<file path="config.mk">
export PLATFORM = sky130hd
export DESIGN_NAME = alos_mul
export DESIGN_NICKNAME = d
export VERILOG_FILES = /design/src/sv/anchor_line_of_sight_check_core_assert.svh /design/src/sv/alos_pkg.sv /design/src/sv/alos_mul.sv
export SDC_FILE = /design/constraint.sdc
export NUM_CORES = 2
export LEC_CHECK = 0
export ABC_AREA = 1
export BUFFER_PORTS_ARGS = -buffer_cell sky130_fd_sc_hd__clkbuf_2
export CORE_ASPECT_RATIO = 1.4
export CORE_UTILIZATION = 27
export DETAILED_ROUTE_END_ITERATION = 10
export HOLD_SLACK_MARGIN = 0.15
export PLACE_DENSITY = 0.39
export SLEW_MARGIN = 20
export SYNTH_ARGS = -nofsm -noshare
export SYNTH_HDL_FRONTEND = slang
export SYNTH_SLANG_ARGS = --single-unit
export TNS_END_PERCENT = 20
</file>
<file path="constraint.sdc">
create_clock -name clk_i -period 8.1 [get_ports clk_i]
set_input_delay 0.81 -clock clk_i [delete_from_list [all_inputs] [get_ports clk_i]]
set_output_delay 0.81 -clock clk_i [all_outputs]
set_load 0.02 [all_outputs]
</file>
<file path="src/sv/anchor_line_of_sight_check_core_assert.svh">
// Assertion helpers, clocked on clk_i and off during reset
`ifndef ANCHOR_LINE_OF_SIGHT_CHECK_CORE_ASSERT_SVH
`define ANCHOR_LINE_OF_SIGHT_CHECK_CORE_ASSERT_SVH

// same-cycle implication
`define ALOS_ASSERT(lbl, ante, cons, msg) \
  lbl: assert property (@(posedge clk_i) disable iff (!rst_ni) (ante) |-> (cons)) \
    else $error(msg);

// next-cycle implication
`define ALOS_ASSERT_NEXT(lbl, ante, cons, msg) \
  lbl: assert property (@(posedge clk_i) disable iff (!rst_ni) (ante) |=> (cons)) \
    else $error(msg);

`endif

</file>
<file path="src/sv/alos_pkg.sv">
package alos_pkg;

  localparam int unsigned NumBeamsDef = 1024;
  localparam int unsigned CordicIters = 16;

  localparam logic signed [20:0] PiQ16 = 21'sd205887;

  localparam logic [16:0] AtanQ16 [CordicIters] = '{
    17'd51472, 17'd30386, 17'd16055, 17'd8150, 17'd4091, 17'd2047, 17'd1024, 17'd512,
    17'd256, 17'd128, 17'd64, 17'd32, 17'd16, 17'd8, 17'd4, 17'd2
  };

  // visibility codes
  localparam logic [1:0] VisOut  = 2'd0;
  localparam logic [1:0] VisLos  = 2'd1;
  localparam logic [1:0] VisNlos = 2'd2;

  // config register indexes
  localparam logic [2:0] RegSensorX  = 3'd0;
  localparam logic [2:0] RegSensorY  = 3'd1;
  localparam logic [2:0] RegSensorZ  = 3'd2;
  localparam logic [2:0] RegAngleMin = 3'd3;
  localparam logic [2:0] RegAngleMax = 3'd4;
  localparam logic [2:0] RegAngleStep = 3'd5;

  localparam int unsigned ProdW = 50;

endpackage

</file>
<file path="src/sv/alos_mul.sv">
// Registered 25x25 signed multiplier
module alos_mul (
  input  logic                             clk_i,
  input  logic signed [24:0]               a_i,
  input  logic signed [24:0]               b_i,
  output logic signed [alos_pkg::ProdW-1:0] p_o
);
  import alos_pkg::*;

  logic signed [ProdW-1:0] p_q;

  always_ff @(posedge clk_i) begin
    p_q <= a_i * b_i;
  end

  assign p_o = p_q;

endmodule

</file>
==> flow_summary.json <==
{
  "status": "completed",
  "syn_nets": 4340,
  "die_x_um": 266,
  "cap_viol_max_count": 0,
  "whs_ns": 1.18,
  "cts_hold_buf": 0,
  "routed_via_density": 4.17,
  "slowest_delay_ns": 0.87,
  "ant_nets": 0,
  "avgRoutedWirePerCell_um": 17.4,
  "design.core.area_mm2": 0.0968,
  "yosysSeqAreaShare": 0.0379,
  "slowest_stage": "fa_1",
  "wl_met1_um": 33700,
  "hold_path_end": "p_o[0]$_DFF_P_",
  "clk_path_buf_depth": 2,
  "stdcell_count": 4806,
  "path_class": "in2reg",
  "endpoint_kind": "flop",
  "final_cell_mix": "inv_1 (1,190), nand2_1 (995), fa_1 (658), ha_1 (141), clkbuf_2 (100)",
  "ys_warn_count": 0,
  "min_path_cells": 4,
  "grt_max_degree": 26,
  "netlist_area_mm2": 0.0264,
  "die_area_mm2": 0.0990,
  "gr-total-overflow": 0,
  "io_pins": 101,
  "via_count": 20000,
  "dr_wl_met3_um": 1320,
  "num_rows": 135,
  "nNetsFinal": 4351,
  "crit_start": "a_i[24]",
  "period_share": 0.880,
  "min_from": "b_i[0]",
  "cts.sinks": 50,
  "cpMostUsedCell": "fa_1",
  "syn-instance-count": 3490,
  "critical_path.top_delay_family": "adder cells",
  "drc_errors": 0,
  "multi_input_area_mm2": 0.0203,
  "cp-start-kind": "primary input",
  "grt_pass1_wl_um": 132000,
  "syn_area_per_cell_um2": 7.56,
  "period_minus_slack_ns": 7.12,
  "met2_length_um": 46400,
  "crit_required_ns": 8.33,
  "regArea_mm2": 0.00100,
  "antenna_found_initial": 2,
  "crit_chain": "clkbuf_2 -> nand2_1 -> inv_1 -> fa_1 -> inv_1 -> fa_1 -> inv_1 -> fa_1 -> inv_1 -> fa_1 -> fa_1 -> fa_1 -> fa_1 -> inv_1 -> ha_1 -> nand2_1 -> nor2_1 -> nand2_1 -> nor2_1 -> nand3_1 -> nand4_1 -> nand2_1",
  "relSlewSlack": 0.366,
  "cts_setup_buffers": 0,
  "gp_congestion": 0.837,
  "cts_buffers": 5,
  "routed.top_layer": "met5",
  "nFillCells": 10800,
  "fmax_ghz": 0.140,
  "grt_util_all_layers": 0.179,
  "clk_pin_slew_ns": 0.09,
  "cts_tree": "built",
  "fin_setup_tns_ns": 0,
  "synthToLayoutAreaGrowth_pct": 8.06,
  "cts_resized": 0,
  "critPathArrivalTime_ns": 7.35,
  "cts-root-buf": "clkbuf_16",
  "first_global_vias": 22600,
  "finalHoldViolations": 0,
  "rsz0062_at_grt": "false",
  "pre_cts_ws_ns": 0.599,
  "cts-htree-levels": 2,
  "die-height_um": 372,
  "drt_wl_total_um": 83500,
  "place.port_buffers": 100,
  "synth.ff_latch_count": 50,
  "layout-drive-gt1-share": 0.0631,
  "initial_core_util": 0.273,
  "synth_cell_types": 28,
  "critPathBufInv": 6,
  "fin_ws_ns": 0.975,
  "worstMarginPinSlew_ns": 0.951,
  "finalMaxSlewViolations": 0,
  "crit_fanout": 10,
  "setup_violations": 0,
  "place_inst": 4795,
  "final_common_cell": "inv_1",
  "firstDrtPassIters": 7,
  "largest_reg_flops": 50,
  "drt-initial-drc-count": 771,
  "dp_hpwl_um": 73900,
  "hold_path.class": "in2reg"
}
## cells by family after synthesis
kind of cell / synth area share
buffers and inverters: 0.192
and+or+nand+nor: 0.181
AOI/OAI and AO/OA: 0.0130
adders and majority gates: 0.566
DFF: 0.0379
xor gates and xnor gates: 0.0103
## cell usage after synthesis
cell | count | area, um2
nor2_2 | 16 | 100
dfxtp_1 | 50 | 1000
nand3_2 | 4 | 40.0
inv_1 | 1190 | 4470
and2_1 | 1 | 6.26
nor3_2 | 8 | 80.1
xnor2_1 | 11 | 96.3
nor3_1 | 7 | 35.0
ha_1 | 141 | 1760
nand3_1 | 41 | 205
inv_2 | 14 | 52.6
nand3b_1 | 3 | 22.5
nor2_1 | 86 | 323
nand2_1 | 995 | 3730
o21ai_0 | 9 | 45.0
o21bai_1 | 6 | 45.0
a21oi_1 | 44 | 220
a21o_1 | 2 | 15.0
clkbuf_1 | 148 | 556
nand4_1 | 16 | 100
buf_1 | 1 | 3.75
o21ai_1 | 1 | 5.00
fa_1 | 658 | 13200
o211ai_2 | 1 | 12.5
nand2_2 | 7 | 43.8
nor2_4 | 3 | 33.8
or2_2 | 7 | 43.8
xor2_1 | 20 | 175
## per-stage QoR
stage,utilization,area (um2)
2_1_floorplan,-,26400
3_5_place_dp,0.293,28400
3_3_place_gp,0.293,28400
5_1_grt,0.295,28500
4_1_cts,0.295,28500
6_report,0.295,28500
## per-layer routing
| layer | GRT usage | vias up |
|---|---|---|
| met1 | 0.211 | 10200 |
| met4 | 0.0406 | 2 |
| met3 | 0.00727 | 68 |
| li1 | - | 9471 |
| met5 | 0 | - |
| met2 | 0.351 | 260 |
## how the worst max path moves through the flow
| stage | to | slack (ns) | cells after the start |
|---|---|---|---|
| 4_1_cts | p_o[42]$_DFF_P_ | 0.95 | 22 |
| 2_1_floorplan | p_o[47]$_DFF_P_ | 1.09 | 23 |
| 3_3_place_gp | p_o[42]$_DFF_P_ | 0.61 | 22 |
| 3_5_place_dp | p_o[42]$_DFF_P_ | 0.60 | 22 |
| 6_report | p_o[42]$_DFF_P_ | 0.98 | 22 |
| 5_1_grt | p_o[42]$_DFF_P_ | 0.66 | 23 |
## layout make-up
| class | count | share of cell area |
|---|---|---|
| multi-input cells | 2087 | 0.712 |
| clock buffers | 5 | 0.00439 |
| diodes | 3 | 0.000263 |
| clock inverters | 3 | 0.00101 |
| repair buffers | 153 | 0.0315 |
| flip-flops and latches | 50 | 0.0351 |
| well taps | 1301 | 0.0571 |
| inverters | 1204 | 0.158 |
Power is not shown: default switching activity piles up to over one toggle a cycle in this logic, so the estimate is an artifact.
